## src/rtl/core/tcc_pkg.sv

```systemverilog
`default_nettype none

package tcc_pkg;

  localparam int CellW = 14;

  localparam logic [1:0] ACT_PUT         = 2'd0;
  localparam logic [1:0] ACT_SCROLL_UP   = 2'd1;
  localparam logic [1:0] ACT_SCROLL_DOWN = 2'd2;
  localparam logic [1:0] ACT_SELECT      = 2'd3;

  localparam logic [7:0] CH_NEWLINE   = 8'd10;
  localparam logic [7:0] CH_BACKSPACE = 8'd8;
  localparam logic [7:0] CH_SPACE     = 8'h20;

  localparam logic [7:0] COLOR_RESET = 8'd7;

  typedef enum logic [4:0] {
    ST_IDLE   = 5'b00001,
    ST_LOAD   = 5'b00010,
    ST_EXEC   = 5'b00100,
    ST_FOLLOW = 5'b01000,
    ST_STORE  = 5'b10000
  } state_t;

  typedef struct packed {
    logic capture;
    logic load;
    logic exec;
    logic follow_step;
    logic store;
  } dp_cmd_t;

  typedef struct packed {
    logic follow_more;
    logic out_busy;
  } dp_stat_t;

  typedef struct packed {
    logic             mem_write;
    logic [CellW-1:0] mem_cell;
    logic [7:0]       mem_char;
    logic [7:0]       mem_attr;
    logic [CellW-1:0] cursor_out;
    logic [CellW-1:0] start_out;
    logic [1:0]       active_console;
  } rsp_word_t;

endpackage

`default_nettype wire

```

## src/rtl/core/tcc_cmd_if.sv

```systemverilog
`default_nettype none

interface tcc_cmd_if;
  logic       valid;
  logic       ready;
  logic [1:0] action;
  logic [1:0] console_index;
  logic [7:0] char_code;

  modport source (output valid, output action, output console_index, output char_code,
                  input ready);
  modport sink (input valid, input action, input console_index, input char_code,
                output ready);
endinterface

`default_nettype wire

```

## src/rtl/core/tcc_rsp_if.sv

```systemverilog
`default_nettype none

interface tcc_rsp_if;
  logic        valid;
  logic        ready;
  logic        mem_write;
  logic [13:0] mem_cell;
  logic [7:0]  mem_char;
  logic [7:0]  mem_attr;
  logic [13:0] cursor_out;
  logic [13:0] start_out;
  logic [1:0]  active_console;

  modport source (output valid, output mem_write, output mem_cell, output mem_char,
                  output mem_attr, output cursor_out, output start_out,
                  output active_console, input ready);
  modport sink (input valid, input mem_write, input mem_cell, input mem_char,
                input mem_attr, input cursor_out, input start_out,
                input active_console, output ready);
endinterface

`default_nettype wire

```

## src/rtl/core/text_console_cursor_scroll.sv

```systemverilog
// Channel  Dir  Word
// cmd      in   action, console_index, char_code
// rsp      out  mem_write, mem_cell, mem_char, mem_attr, cursor_out, start_out,
//               active_console
// cfg      in   cfg_we / cfg_wdata: char_color
//
// An item passes through accept, load, execute, follow check and store; the
// follow check moves the start toward the cursor, stopping at the region end.
// The per-console cursor, start and column registers are read once and written
// at most once per item; the follow loop steps the start one line a cycle.
// Synchronous reset puts every cursor and start at its region base.
// A new word is accepted while a finished result waits in the output register;
// the store step holds until that register is free.
`default_nettype none

module text_console_cursor_scroll #(
  parameter int NUM_CONSOLES = 4,
  parameter int LINE_CELLS   = 80,
  parameter int SCREEN_CELLS = 2000,
  parameter int VMEM_CELLS   = 16384
) (
  input  logic       clk,
  input  logic       rst,
  tcc_cmd_if.sink    cmd,
  tcc_rsp_if.source  rsp,
  input  logic       cfg_we,
  input  logic [7:0] cfg_wdata
);
  import tcc_pkg::*;

  dp_cmd_t   dp_cmd;
  dp_stat_t  stat;
  rsp_word_t rsp_word;
  logic      rsp_valid;

  tcc_ctrl u_ctrl (
    .clk       (clk),
    .rst       (rst),
    .cmd_valid (cmd.valid),
    .cmd_ready (cmd.ready),
    .stat      (stat),
    .dp_cmd    (dp_cmd)
  );

  tcc_datapath #(
    .NUM_CONSOLES (NUM_CONSOLES),
    .LINE_CELLS   (LINE_CELLS),
    .SCREEN_CELLS (SCREEN_CELLS),
    .VMEM_CELLS   (VMEM_CELLS)
  ) u_datapath (
    .clk           (clk),
    .rst           (rst),
    .dp_cmd        (dp_cmd),
    .stat          (stat),
    .action        (cmd.action),
    .console_index (cmd.console_index),
    .char_code     (cmd.char_code),
    .cfg_we        (cfg_we),
    .cfg_wdata     (cfg_wdata),
    .rsp_ready     (rsp.ready),
    .rsp_valid     (rsp_valid),
    .rsp_word      (rsp_word)
  );

  assign rsp.valid          = rsp_valid;
  assign rsp.mem_write      = rsp_word.mem_write;
  assign rsp.mem_cell       = rsp_word.mem_cell;
  assign rsp.mem_char       = rsp_word.mem_char;
  assign rsp.mem_attr       = rsp_word.mem_attr;
  assign rsp.cursor_out     = rsp_word.cursor_out;
  assign rsp.start_out      = rsp_word.start_out;
  assign rsp.active_console = rsp_word.active_console;

endmodule

`default_nettype wire

```

## src/rtl/core/tcc_ctrl.sv

```systemverilog
`default_nettype none

module tcc_ctrl (
  input  logic               clk,
  input  logic               rst,
  input  logic               cmd_valid,
  output logic               cmd_ready,
  input  tcc_pkg::dp_stat_t  stat,
  output tcc_pkg::dp_cmd_t   dp_cmd
);
  import tcc_pkg::*;

  state_t state, state_next;

  always_ff @(posedge clk) begin
    if (rst) begin
      state <= ST_IDLE;
    end else begin
      state <= state_next;
    end
  end

  always_comb begin
    state_next = state;
    dp_cmd     = '0;
    cmd_ready  = 1'b0;
    case (state)
      ST_IDLE: begin
        cmd_ready      = 1'b1;
        dp_cmd.capture = cmd_valid;
        if (cmd_valid) state_next = ST_LOAD;
      end
      ST_LOAD: begin
        dp_cmd.load = 1'b1;
        state_next  = ST_EXEC;
      end
      ST_EXEC: begin
        dp_cmd.exec = 1'b1;
        state_next  = ST_FOLLOW;
      end
      ST_FOLLOW: begin
        if (stat.follow_more) begin
          dp_cmd.follow_step = 1'b1;
        end else begin
          state_next = ST_STORE;
        end
      end
      ST_STORE: begin
        if (!stat.out_busy) begin
          dp_cmd.store = 1'b1;
          state_next   = ST_IDLE;
        end
      end
      default: begin
        state_next = ST_IDLE;
      end
    endcase
  end

endmodule

`default_nettype wire

```

## src/rtl/core/tcc_datapath.sv

```systemverilog
`default_nettype none

module tcc_datapath #(
  parameter int NUM_CONSOLES = 4,
  parameter int LINE_CELLS   = 80,
  parameter int SCREEN_CELLS = 2000,
  parameter int VMEM_CELLS   = 16384
) (
  input  logic                clk,
  input  logic                rst,
  input  tcc_pkg::dp_cmd_t    dp_cmd,
  output tcc_pkg::dp_stat_t   stat,
  input  logic [1:0]          action,
  input  logic [1:0]          console_index,
  input  logic [7:0]          char_code,
  input  logic                cfg_we,
  input  logic [7:0]          cfg_wdata,
  input  logic                rsp_ready,
  output logic                rsp_valid,
  output tcc_pkg::rsp_word_t  rsp_word
);
  import tcc_pkg::*;

  localparam int RegionCells = VMEM_CELLS / NUM_CONSOLES;
  localparam int CW = $clog2(VMEM_CELLS + SCREEN_CELLS + LINE_CELLS + 1) + 1;
  localparam int LW = $clog2(LINE_CELLS);
  localparam int IW = (NUM_CONSOLES > 1) ? $clog2(NUM_CONSOLES) : 1;

  localparam logic [CW-1:0] Region = CW'(RegionCells);
  localparam logic [CW-1:0] Line   = CW'(LINE_CELLS);
  localparam logic [CW-1:0] Screen = CW'(SCREEN_CELLS);
  localparam logic [LW-1:0] LastCol = LW'(LINE_CELLS - 1);
  localparam bit NewlineOk = (RegionCells > LINE_CELLS);

  logic [CW-1:0] cursor_cell  [NUM_CONSOLES];
  logic [CW-1:0] window_start [NUM_CONSOLES];
  logic [LW-1:0] column       [NUM_CONSOLES];
  logic [1:0]    current_console;
  logic [7:0]    char_color;

  logic [1:0]    act;
  logic [1:0]    idx;
  logic [7:0]    ch;
  logic          kvalid;
  logic [IW-1:0] sel;
  logic [CW-1:0] base;
  logic [CW-1:0] lim;
  logic [CW-1:0] cur;
  logic [CW-1:0] st;
  logic [LW-1:0] col;
  logic          wr;
  logic [CW-1:0] wr_cell;
  logic [7:0]    wc;

  logic          k_ok;
  logic [IW-1:0] sel_c;
  logic [CW-1:0] st_end;
  logic [1:0]    current_next;

  assign k_ok   = (int'(idx) < NUM_CONSOLES);
  assign sel_c  = k_ok ? IW'(idx) : IW'(current_console);
  assign st_end = st + Screen;

  assign current_next = (kvalid && act == ACT_SELECT) ? idx : current_console;

  assign stat.follow_more = kvalid && (act == ACT_PUT) && (cur >= st_end) && (st_end < lim);
  assign stat.out_busy    = rsp_valid && !rsp_ready;

  always_ff @(posedge clk) begin
    if (rst) begin
      for (int i = 0; i < NUM_CONSOLES; i++) begin
        cursor_cell[i]  <= CW'(i * RegionCells);
        window_start[i] <= CW'(i * RegionCells);
        column[i]       <= '0;
      end
      current_console <= '0;
      char_color      <= COLOR_RESET;
      rsp_valid       <= 1'b0;
    end else begin
      if (cfg_we) char_color <= cfg_wdata;

      if (dp_cmd.store) begin
        rsp_valid <= 1'b1;
      end else if (rsp_ready) begin
        rsp_valid <= 1'b0;
      end

      if (dp_cmd.store) begin
        if (kvalid) begin
          cursor_cell[sel]  <= cur;
          window_start[sel] <= st;
          column[sel]       <= col;
        end
        current_console <= current_next;
      end
    end
  end

  always_ff @(posedge clk) begin
    if (dp_cmd.capture) begin
      act <= action;
      idx <= console_index;
      ch  <= char_code;
    end

    if (dp_cmd.load) begin
      kvalid  <= k_ok;
      sel     <= sel_c;
      cur     <= cursor_cell[sel_c];
      st      <= window_start[sel_c];
      col     <= column[sel_c];
      base    <= CW'(idx) * Region;
      lim     <= CW'(idx) * Region + Region;
      wr      <= 1'b0;
      wr_cell <= '0;
      wc      <= '0;
    end

    if (dp_cmd.exec && kvalid) begin
      case (act)
        ACT_PUT: begin
          if (ch == CH_NEWLINE) begin
            if (NewlineOk && (cur - base) < (Region - Line)) begin
              cur <= cur - CW'(col) + Line;
              col <= '0;
            end
          end else if (ch == CH_BACKSPACE) begin
            if (cur > base) begin
              cur     <= cur - 1'b1;
              col     <= (col == '0) ? LastCol : col - 1'b1;
              wr      <= 1'b1;
              wr_cell <= cur - 1'b1;
              wc      <= CH_SPACE;
            end
          end else begin
            if (cur + 1'b1 < lim) begin
              cur     <= cur + 1'b1;
              col     <= (col == LastCol) ? '0 : col + 1'b1;
              wr      <= 1'b1;
              wr_cell <= cur;
              wc      <= ch;
            end
          end
        end
        ACT_SCROLL_UP: begin
          if (st > base) st <= st - Line;
        end
        ACT_SCROLL_DOWN: begin
          if (st_end < lim) st <= st + Line;
        end
        ACT_SELECT: begin
        end
        default: begin
        end
      endcase
    end

    if (dp_cmd.follow_step) st <= st + Line;

    if (dp_cmd.store) begin
      rsp_word.mem_write      <= wr;
      rsp_word.mem_cell       <= wr ? CellW'(wr_cell) : '0;
      rsp_word.mem_char       <= wr ? wc : '0;
      rsp_word.mem_attr       <= wr ? char_color : '0;
      rsp_word.cursor_out     <= CellW'(cur);
      rsp_word.start_out      <= CellW'(st);
      rsp_word.active_console <= current_next;
    end
  end

endmodule

`default_nettype wire

```

## src/flat_wrapper.sv

```systemverilog
// flat-port wrapper written by rule: the top's interface ports become plain ports
module text_console_cursor_scroll_flat import tcc_pkg::*;
#(
  parameter int NUM_CONSOLES = 4,
  parameter int LINE_CELLS   = 80,
  parameter int SCREEN_CELLS = 2000,
  parameter int VMEM_CELLS   = 16384
)
  (clk, rst, cfg_we, cfg_wdata, cmd_valid, cmd_action, cmd_console_index, cmd_char_code, cmd_ready, rsp_valid, rsp_mem_write, rsp_mem_cell, rsp_mem_char, rsp_mem_attr, rsp_cursor_out, rsp_start_out, rsp_active_console, rsp_ready);
  tcc_cmd_if cmd_i ();
  tcc_rsp_if rsp_i ();
  input  logic clk;
  input  logic rst;
  input  logic cfg_we;
  input  logic [7:0] cfg_wdata;
  input wire logic [$bits(cmd_i.valid)-1:0] cmd_valid;
  input wire logic [$bits(cmd_i.action)-1:0] cmd_action;
  input wire logic [$bits(cmd_i.console_index)-1:0] cmd_console_index;
  input wire logic [$bits(cmd_i.char_code)-1:0] cmd_char_code;
  output wire logic [$bits(cmd_i.ready)-1:0] cmd_ready;
  output wire logic [$bits(rsp_i.valid)-1:0] rsp_valid;
  output wire logic [$bits(rsp_i.mem_write)-1:0] rsp_mem_write;
  output wire logic [$bits(rsp_i.mem_cell)-1:0] rsp_mem_cell;
  output wire logic [$bits(rsp_i.mem_char)-1:0] rsp_mem_char;
  output wire logic [$bits(rsp_i.mem_attr)-1:0] rsp_mem_attr;
  output wire logic [$bits(rsp_i.cursor_out)-1:0] rsp_cursor_out;
  output wire logic [$bits(rsp_i.start_out)-1:0] rsp_start_out;
  output wire logic [$bits(rsp_i.active_console)-1:0] rsp_active_console;
  input wire logic [$bits(rsp_i.ready)-1:0] rsp_ready;
  assign cmd_i.valid = cmd_valid;
  assign cmd_i.action = cmd_action;
  assign cmd_i.console_index = cmd_console_index;
  assign cmd_i.char_code = cmd_char_code;
  assign cmd_ready = cmd_i.ready;
  assign rsp_valid = rsp_i.valid;
  assign rsp_mem_write = rsp_i.mem_write;
  assign rsp_mem_cell = rsp_i.mem_cell;
  assign rsp_mem_char = rsp_i.mem_char;
  assign rsp_mem_attr = rsp_i.mem_attr;
  assign rsp_cursor_out = rsp_i.cursor_out;
  assign rsp_start_out = rsp_i.start_out;
  assign rsp_active_console = rsp_i.active_console;
  assign rsp_i.ready = rsp_ready;
  text_console_cursor_scroll #(.NUM_CONSOLES(NUM_CONSOLES), .LINE_CELLS(LINE_CELLS), .SCREEN_CELLS(SCREEN_CELLS), .VMEM_CELLS(VMEM_CELLS)) u_core (.clk(clk), .rst(rst), .cmd(cmd_i), .rsp(rsp_i), .cfg_we(cfg_we), .cfg_wdata(cfg_wdata));
endmodule
```

## config.mk

```make
export PLATFORM = sky130hd
export DESIGN_NAME = text_console_cursor_scroll_flat
export DESIGN_NICKNAME = d
export VERILOG_FILES = /design/src/rtl/core/tcc_pkg.sv /design/src/rtl/core/tcc_cmd_if.sv /design/src/rtl/core/tcc_rsp_if.sv /design/src/rtl/core/text_console_cursor_scroll.sv /design/src/rtl/core/tcc_ctrl.sv /design/src/rtl/core/tcc_datapath.sv /design/src/flat_wrapper.sv
export SDC_FILE = /design/constraint.sdc
export NUM_CORES = 1
export LEC_CHECK = 0
export BUFFER_PORTS_ARGS = -buffer_cell sky130_fd_sc_hd__buf_2
export CAP_MARGIN = 40
export CELL_PAD_IN_SITES_DETAIL_PLACEMENT = 1
export CELL_PAD_IN_SITES_GLOBAL_PLACEMENT = 1
export CORE_UTILIZATION = 54
export DETAILED_ROUTE_END_ITERATION = 10
export PLACE_DENSITY = 0.83
export RECOVER_POWER = 25
export SLEW_MARGIN = 40
export SYNTH_ARGS = -nofsm -noshare
export SYNTH_HDL_FRONTEND = slang
export SYNTH_HIERARCHICAL = 1
export SYNTH_SLANG_ARGS = --single-unit
```

## constraint.sdc

```tcl
create_clock -name clk -period 15.2 [get_ports clk]
set_input_delay 0 -clock clk [delete_from_list [all_inputs] [get_ports clk]]
set_output_delay 0 -clock clk [all_outputs]
set_load 0.05 [all_outputs]
```

## Word-level counts from Yosys, hierarchy flattened

Memories as Yosys holds them, arrays and structs flattened. A register that Yosys moved wholly into a read port is not among the register bits.
Cells that the tools add are included.

- Flip-flop bits (word level): 171
- Bits in writable memories: 156
- Bits of input ports: 25
- Output and inout port bits: 63
- Logic and storage cells: 144
- Memories: 3

Memory list:

| name | words | bits a word | rd ports | clocked after Yosys merged registers in | write ports | line | source |
|---|---|---|---|---|---|---|---|
| u_core.u_datapath.cursor_cell | 4 | 16 | 1 | 1 | 4 | tcc_datapath.sv:35 | `logic [CW-1:0] cursor_cell [NUM_CONSOLES];` |
| u_core.u_datapath.window_start | 4 | 16 | 1 | 1 | 4 | tcc_datapath.sv:36 | `logic [CW-1:0] window_start [NUM_CONSOLES];` |
| u_core.u_datapath.column | 4 | 7 | 1 | 1 | 4 | tcc_datapath.sv:37 | `logic [LW-1:0] column [NUM_CONSOLES];` |

- Add/sub/neg operators: 11
- Order comparisons: 6
- Equal/unequal tests: 14
- Mux-type cells: 77
- Reductions and logical operators: 11

Operators with widths:

| kind | count |
|---|---|
| 2-to-1 mux 16 bit | 22 |
| 2-to-1 mux 7 bit | 11 |
| 2-to-1 mux 8 bit | 7 |
| adder 16 x 7 -> 16 bit (second input constant) | 2 |
| > comparator 16 x 14 -> 1 bit | 2 |
| < comparator 16 bit | 2 |
| one-hot mux 16 bit (2 select lines) | 1 |
| OR reduction 16 bit | 2 |
| 2-to-1 mux 1 bit | 25 |
| one-hot mux 5 bit (5 select lines) | 1 |
| adder 16 x 1 -> 16 bit (second input constant) | 1 |
| adder 16 x 11 -> 16 bit (second input constant) | 1 |
| equality test 8 x 4 -> 1 bit (second input constant) | 2 |
| greater-or-equal comparator 16 bit | 1 |
| < comparator 16 x 12 -> 1 bit (second input constant) | 1 |
| subtractor 16 x 1 -> 16 bit (second input constant) | 1 |
| subtractor 16 x 14 -> 16 bit | 1 |
| subtractor 16 x 7 -> 16 bit | 1 |
| subtractor 16 x 7 -> 16 bit (second input constant) | 1 |
| adder 14 x 13 -> 15 bit (second input constant) | 1 |
| 2-to-1 mux 5 bit | 3 |
| 2-to-1 mux 2 bit | 7 |
| adder 7 x 1 -> 7 bit (second input constant) | 1 |
| equality test 7 bit (second input constant) | 1 |
| other kinds (16) | 21 |

## Longest topological paths before layout

- Depth in word-level cells: 9
- Gate-level depth with buffers: 20
- Depth with buffers taken out: 19

## Hierarchy

Netlist, hierarchy kept.

Modules (own cells, without submodules):

| module | times used | cells an instance | area an instance (um^2) | seq. area each (um^2) |
|---|---|---|---|---|
| tcc_datapath | 1 | 1462 | 16594.7 | 8568.2 |
| tcc_ctrl | 1 | 34 | 275.3 | 100.1 |

## Worst setup path before layout

Ideal clock, no wire load.

- Path type: register -> register
- From: register u_core.u_datapath.rsp_valid
- To: memory u_core/u_datapath/column[1][0] (netlist bit), enable pin
- Setup time: 379 ps
- Arrival time: 4976 ps
- Data required time: 14821 ps
- Setup slack: 9845 ps
- Cell stages (with the launch flop): 7
- Path buffers: 1
- Period minus slack after synthesis: 5355 ps
- Path through: dfxtp_1 -> nor2b_1 -> nor2_1 -> nor2b_1 -> and3_1 -> clkbuf_1 -> or2_2

RTL lines:

| item | line | source |
|---|---|---|
| start: declaration | tcc_datapath.sv:19 | `output logic rsp_valid,` |
| start signal: assignment | tcc_datapath.sv:78 | `rsp_valid <= 1'b0;` |
| start signal: assignment | tcc_datapath.sv:83 | `rsp_valid <= 1'b1;` |
| start signal: assignment | tcc_datapath.sv:85 | `rsp_valid <= 1'b0;` |
| end: declaration | tcc_datapath.sv:37 |  |

## Final worst setup path

- From: register u_core.u_datapath.cur[3]
- To: register u_core.u_datapath.wc[6]

- Word-level cells in the longest chain between the ends: 7

RTL lines:

| item | line | source |
|---|---|---|
| start: declaration | tcc_datapath.sv:48 | `logic [CW-1:0] cur;` |
| start signal: assignment | tcc_datapath.sv:109 | `cur <= cursor_cell[sel_c];` |
| start signal: assignment | tcc_datapath.sv:124 | `cur <= cur - CW'(col) + Line;` |
| start signal: assignment | tcc_datapath.sv:129 | `cur <= cur - 1'b1;` |
| adder 16 x 1 -> 16 bit | tcc_datapath.sv:136 | `if (cur + 1'b1 < lim) begin` |
| < comparator 16 bit | tcc_datapath.sv:136 |  |
| 2-to-1 mux 8 bit | tcc_datapath.sv:136 |  |
| 2-to-1 mux 8 bit * | tcc_datapath.sv:127 | `end else if (ch == CH_BACKSPACE) begin` |
| 2-to-1 mux 8 bit * | tcc_datapath.sv:122 | `if (ch == CH_NEWLINE) begin` |
| 2-to-1 mux 8 bit * | tcc_datapath.sv:120 | `case (act)` |
| 2-to-1 mux 8 bit * | tcc_datapath.sv:119 | `if (dp_cmd.exec && kvalid) begin` |
| end signal: assignment | tcc_datapath.sv:141 | `wc <= ch;` |
| end: declaration | tcc_datapath.sv:53 | `logic [7:0] wc;` |

Mark *: on every way between the ends. The rest lies on a longest branch, timed or not.
A chain may end at the register's enable or synchronous reset.

==> tab_implementation.tex <==
\begin{tabular}{lr}
\hline
Metric & Value \\
\hline
\multicolumn{2}{l}{\textbf{Run status}} \\
Outcome & completed \\
\multicolumn{2}{l}{\textbf{Timing}} \\
Number of max-slew violations in the final report & 0 \\
Period Utilization, post-route & 0.3482 \\
Setup repair after global routing missed its margin & no \\
Number of failing setup endpoints in the final timing report & 0 \\
Min Hold Slack & 0.1768 ns \\
Final setup TNS & 0 ns \\
Transition at the pin with the smallest max-transition slack & 1.388 ns \\
FMAX & 188.9 MHz \\
Worst slew margin relative to its limit & 0.07497 \\
Setup clock skew after layout & 0.02997 ns \\
Final Critical Period & 5.293 ns \\
Hold violation total from the final report & 0 \\
\multicolumn{2}{l}{\textbf{Detailed routing}} \\
Number of detailed-routing iterations run before antenna repair & 6 \\
DRC violation total after the first TritonRoute iteration & 1266 \\
Vias per inst & 6.731 \\
Post-detailed-routing wire length & 57730 um \\
Highest metal used & met4 \\
Residual DRC & 0 \\
Met1 Routed Length & 23370 um \\
Met3 Wirelength & 4603 um \\
Antenna-violating nets left & 0 \\
Via total after detailed routing & 13.54k \\
Post-DR wirelength/cell & 28.71 um \\
Routed met2 length & 27460 um \\
\multicolumn{2}{l}{\textbf{Power}} \\
Part of the total power dissipated in sequential elements & 0.378 \\
Net switching power of the design & 1276 uW \\
Internal cell power & 1937 uW \\
Worst VDD drop & 0.00009718 V \\
Switch share & 0.3972 \\
Post-route total power & 3213 uW \\
Part of the power in the clock network & 0.262 \\
Combinational share of power & 0.360 \\
Leak pwr & 0.006782 uW \\
Pwr dens & 169.0 mW/mm\^{}2 \\
\multicolumn{2}{l}{\textbf{Global route}} \\
First-pass GRT wire length & 86490 um \\
Pin count of the biggest net entering global routing & 77 \\
Number of antenna violations at the first check in global routing & 1 \\
Total global routing track utilization & 0.3654 \\
GRT Residual Overflow & 0 \\
Vias in the first global route & 14.25k \\
\multicolumn{2}{l}{\textbf{Critical path}} \\
Cell count of the worst reg-to-reg path & 13 \\
Startpoint of the worst-slack reg-to-reg timing path & u\_core/u\_datapath/cur[3]\$\_DFF\_P\_ \\
Setup Crit Path Kind & reg -> reg \\
Required time at the endpoint of the critical path & 15.66 ns \\
Endpoint of the worst-slack reg-to-reg timing path & u\_core/u\_datapath/wc[6]\$\_DFF\_P\_ \\
Endpoint type of the worst setup path & flop \\
Critical path buffers and inverters & 2 \\
Arrival time at the worst endpoint & 5.75 ns \\
Slowest cell on the critical path & clkbuf\_1 \\
Critical path's largest stage delay & 1.01 ns \\
Most common cell on crit path & nor2\_1 \\
Cell-by-cell listing of the critical path & clkbuf\_1, nand4\_1, nor2\_1, nand3\_1, xnor2\_1, ha\_1, o21ai\_0, a41oi\_2, nor3\_2, buf\_4, nand2\_1, nor2\_1, a22o\_1 \\
Largest fanout of any net on the critical path & 21 \\
Kind of start point of the critical path & flop \\
Cell family with the largest share of critical-path delay & simple AND/OR/NAND/NOR gates \\
Reg2reg setup slack & 9.91 ns \\
\multicolumn{2}{l}{\textbf{Placed design}} \\
Post-detail-place hpwl & 35440 um \\
Final RePlAce weighted congestion & 0.9457 \\
Port Buffer Count & 87 \\
\multicolumn{2}{l}{\textbf{Clock network}} \\
CTS H-Tree Depth & 2 \\
Clock Sinks & 314 \\
Buffer count from post-CTS setup fixing & 0 \\
Clock slew at reported path FFs & 0.06 ns \\
Clock tree root buffer cell & clkbuf\_16 \\
Worst-skew pair later-pin latency & 0.54 ns \\
CTS tree & done \\
TritonCTS buffer count & 36 \\
Maximum count of clock buffers along a single path & 3 \\
\multicolumn{2}{l}{\textbf{Synth}} \\
Top cell type's share of synthesized area & 0.4236 \\
Largest area contributor in the netlist & edfxtp\_1 \\
Dominant synthesized flop cell & edfxtp\_1 \\
Sequential element share of the synthesized area & 0.5138 \\
Synthesis-stage register bit count & 314 \\
Post-synth ARST share & 0 \\
Average cell area after synthesis & 11.28 sq um \\
Number of distinct library cell variants in the gate-level netlist after synthesis & 88 \\
Number of synthesized flops with an enable pin & 238 \\
Synthesized cell area & 0.01687 sq mm \\
Synth warn & 6 \\
Dominant cells by area after synthesis & edfxtp\_1 (42\%), dfxtp\_1 (9.0\%), ha\_1 (5.4\%), mux4\_2 (5.2\%), and2\_1 (4.0\%) \\
Synthesized instance count & 1496 \\
Total nets after synthesis & 1596 \\
\multicolumn{2}{l}{\textbf{Layout}} \\
Most frequent cells in the layout & edfxtp\_1 (238), nor2\_1 (107), nand2\_1 (87), and2\_1 (86), clkbuf\_1 (82) \\
Layout Nets & 1690 \\
Total of fill cells in the finished design & 3191 \\
Growth of design area from synthesis to finish & 12.66\% \\
Storage element area & 0.008671 sq mm \\
Most frequent standard cell in the layout excluding fill and tap cells & edfxtp\_1 \\
Multi-input combinational cell area & 0.007611 sq mm \\
Fraction of layout cells with a size suffix above 1 & 0.1059 \\
Final antenna diode count & 0 \\
\multicolumn{2}{l}{\textbf{Floorplan}} \\
Ports placed on the boundary & 88 \\
CORE AREA & 0.03067 sq mm \\
Die ar. & 0.03195 sq mm \\
Die width & 178.8 um \\
Die Height & 178.8 um \\
Std cell rows & 64 \\
Initial Utilization & 0.5501 \\
\multicolumn{2}{l}{\textbf{Worst hold path}} \\
End point of the worst hold path & u\_core/u\_datapath/act[0]\$\_DFFE\_PP\_ \\
Critical hold path startpoint & cmd\_action[0] \\
Cell depth of the worst hold path & 2 \\
Hold Crit Class & in -> reg \\
\multicolumn{2}{l}{\textbf{Flow run}} \\
Max-Cap Viols & 0 \\
\hline
\end{tabular}
## state kept, by name, summed over array words and instances, names as in the netlist, named ones only
signal                             flops
u_core/u_datapath/act                  2
u_core/u_datapath/char_color           8
u_core/u_datapath/column              28
u_core/u_datapath/rsp_word            61
u_core/u_datapath/st                  16
u_core/u_datapath/wr_cell             14
u_core/u_datapath/cur                 16
u_core/u_ctrl/state                    5
u_core/u_datapath/idx                  2
u_core/u_datapath/wr                   1
u_core/u_datapath/window_start        64
u_core/u_datapath/sel                  2
u_core/u_datapath/current_console      2
u_core/u_datapath/ch                   8
u_core/u_datapath/col                  7
u_core/u_datapath/wc                   8
u_core/u_datapath/rsp_valid            1
u_core/u_datapath/lim                  3
u_core/u_datapath/cursor_cell         64
## metrics by stage
stage / util / setup WS [ns] / cell area, sq um / instances
finish: 0.6197 / 9.907 / 19010 / 2011
global route: 0.6197 / 9.867 / 19010 / 2011
CTS: 0.6223 / 10.47 / 19090 / 2010
detailed placement: 0.5752 / 10.47 / 17640 / 1912
global placement: 0.5748 / 10.54 / 17630 / 1912
floorplan: - / 9.845 / 16870 / 1496
## worst max path at each step
stage                                                  start                                      endpoint  slack, ns  cells past startpoint
finish                      u_core/u_datapath/cur[3]$_DFF_P_               u_core/u_datapath/wc[6]$_DFF_P_       9.91                     13
global route                u_core/u_datapath/cur[3]$_DFF_P_               u_core/u_datapath/wc[3]$_DFF_P_       9.87                     13
CTS                          u_core/u_datapath/st[4]$_DFF_P_              u_core/u_datapath/st[12]$_DFF_P_      10.47                     20
detailed placement          u_core/u_datapath/st[10]$_DFF_P_              u_core/u_datapath/st[12]$_DFF_P_      10.47                     19
global placement             u_core/u_datapath/st[6]$_DFF_P_              u_core/u_datapath/st[12]$_DFF_P_      10.54                     19
floorplan           u_core/u_datapath/rsp_valid$_SDFFE_PP0P_  u_core/u_datapath/column[1][0]$_SDFFCE_PN0P_       9.85                      6
## synth_stat cells, types with 4 or more instances
library cell and n:
clkbuf_1 66, ha_1 73, o31a_1 5, and3_1 12, mux4_2 39, mux2i_1 35, mux2_2 8, xor2_1 20
buf_2 16, buf_4 7, a211o_1 11, o32a_1 4, dfxtp_1 76, o22ai_1 30, xnor2_1 46, nand3_1 27
edfxtp_1 238, and2_1 109, nor3_1 36, o21ai_1 10, o31ai_1 7, nor4_1 56, o21a_1 6, o221ai_1 9
nand2b_1 12, o21ai_0 53, a21oi_1 61, a22o_1 8, buf_1 6, nand4_1 11, a211oi_1 9, nor2b_1 26
nor2_1 107, a221o_1 4, a22oi_1 6, o211ai_1 8, or3_1 9, clkinv_1 6, inv_1 50, nand2_1 87
a31oi_1 6, a21o_1 8
## cell families (layout without fill, tap and decap cells)
| group | Yosys count | count (layout) | share of synthesized area |
|---|---|---|---|
| muxes | 83 | 83 | 0.07884 |
| adders and majority gates | 75 | 75 | 0.05652 |
| AOI/OAI and AO/OA | 285 | 285 | 0.1144 |
| DFF | 314 | 314 | 0.5138 |
| buffers and inverters | 151 | 270 | 0.03634 |
| and+or+nand+nor | 522 | 522 | 0.1658 |
| xor gates and xnor gates | 66 | 66 | 0.03427 |
## final cells by class
class                      count  share of cell area
sequential                   314              0.4562
multi-input combinational   1031              0.4005
clock buffer                  50             0.05181
timing repair buffer         151             0.04858
tap                          396             0.02607
inverter                      56             0.01106
clock inverter                13            0.005793
## metal layers
metal	track usage	vias up
met3	0.06361	174
met4	0.1638	0
met2	0.5948	683
met1	0.4773	6898
met5	0	-
li1	-	5781
## what timing repair did
action	CTS	global route
gates resized for setup	0	0
setup endpoints to repair	0	0
hold buffers	35	0
endpoints found under the hold margin	28	0
## power groups by stage
stage / combinational [uW] / clock (uW) / sequential (uW)
2_1_floorplan: 843 / 0 / 1090
3_3_place_gp: 1050 / 0 / 1210
3_5_place_dp: 1100 / 0 / 1220
4_1_cts: 1130 / 841 / 1200
5_1_grt: 1240 / 879 / 1220
6_report: 1160 / 841 / 1210
(Power assumes the default switching activity.)
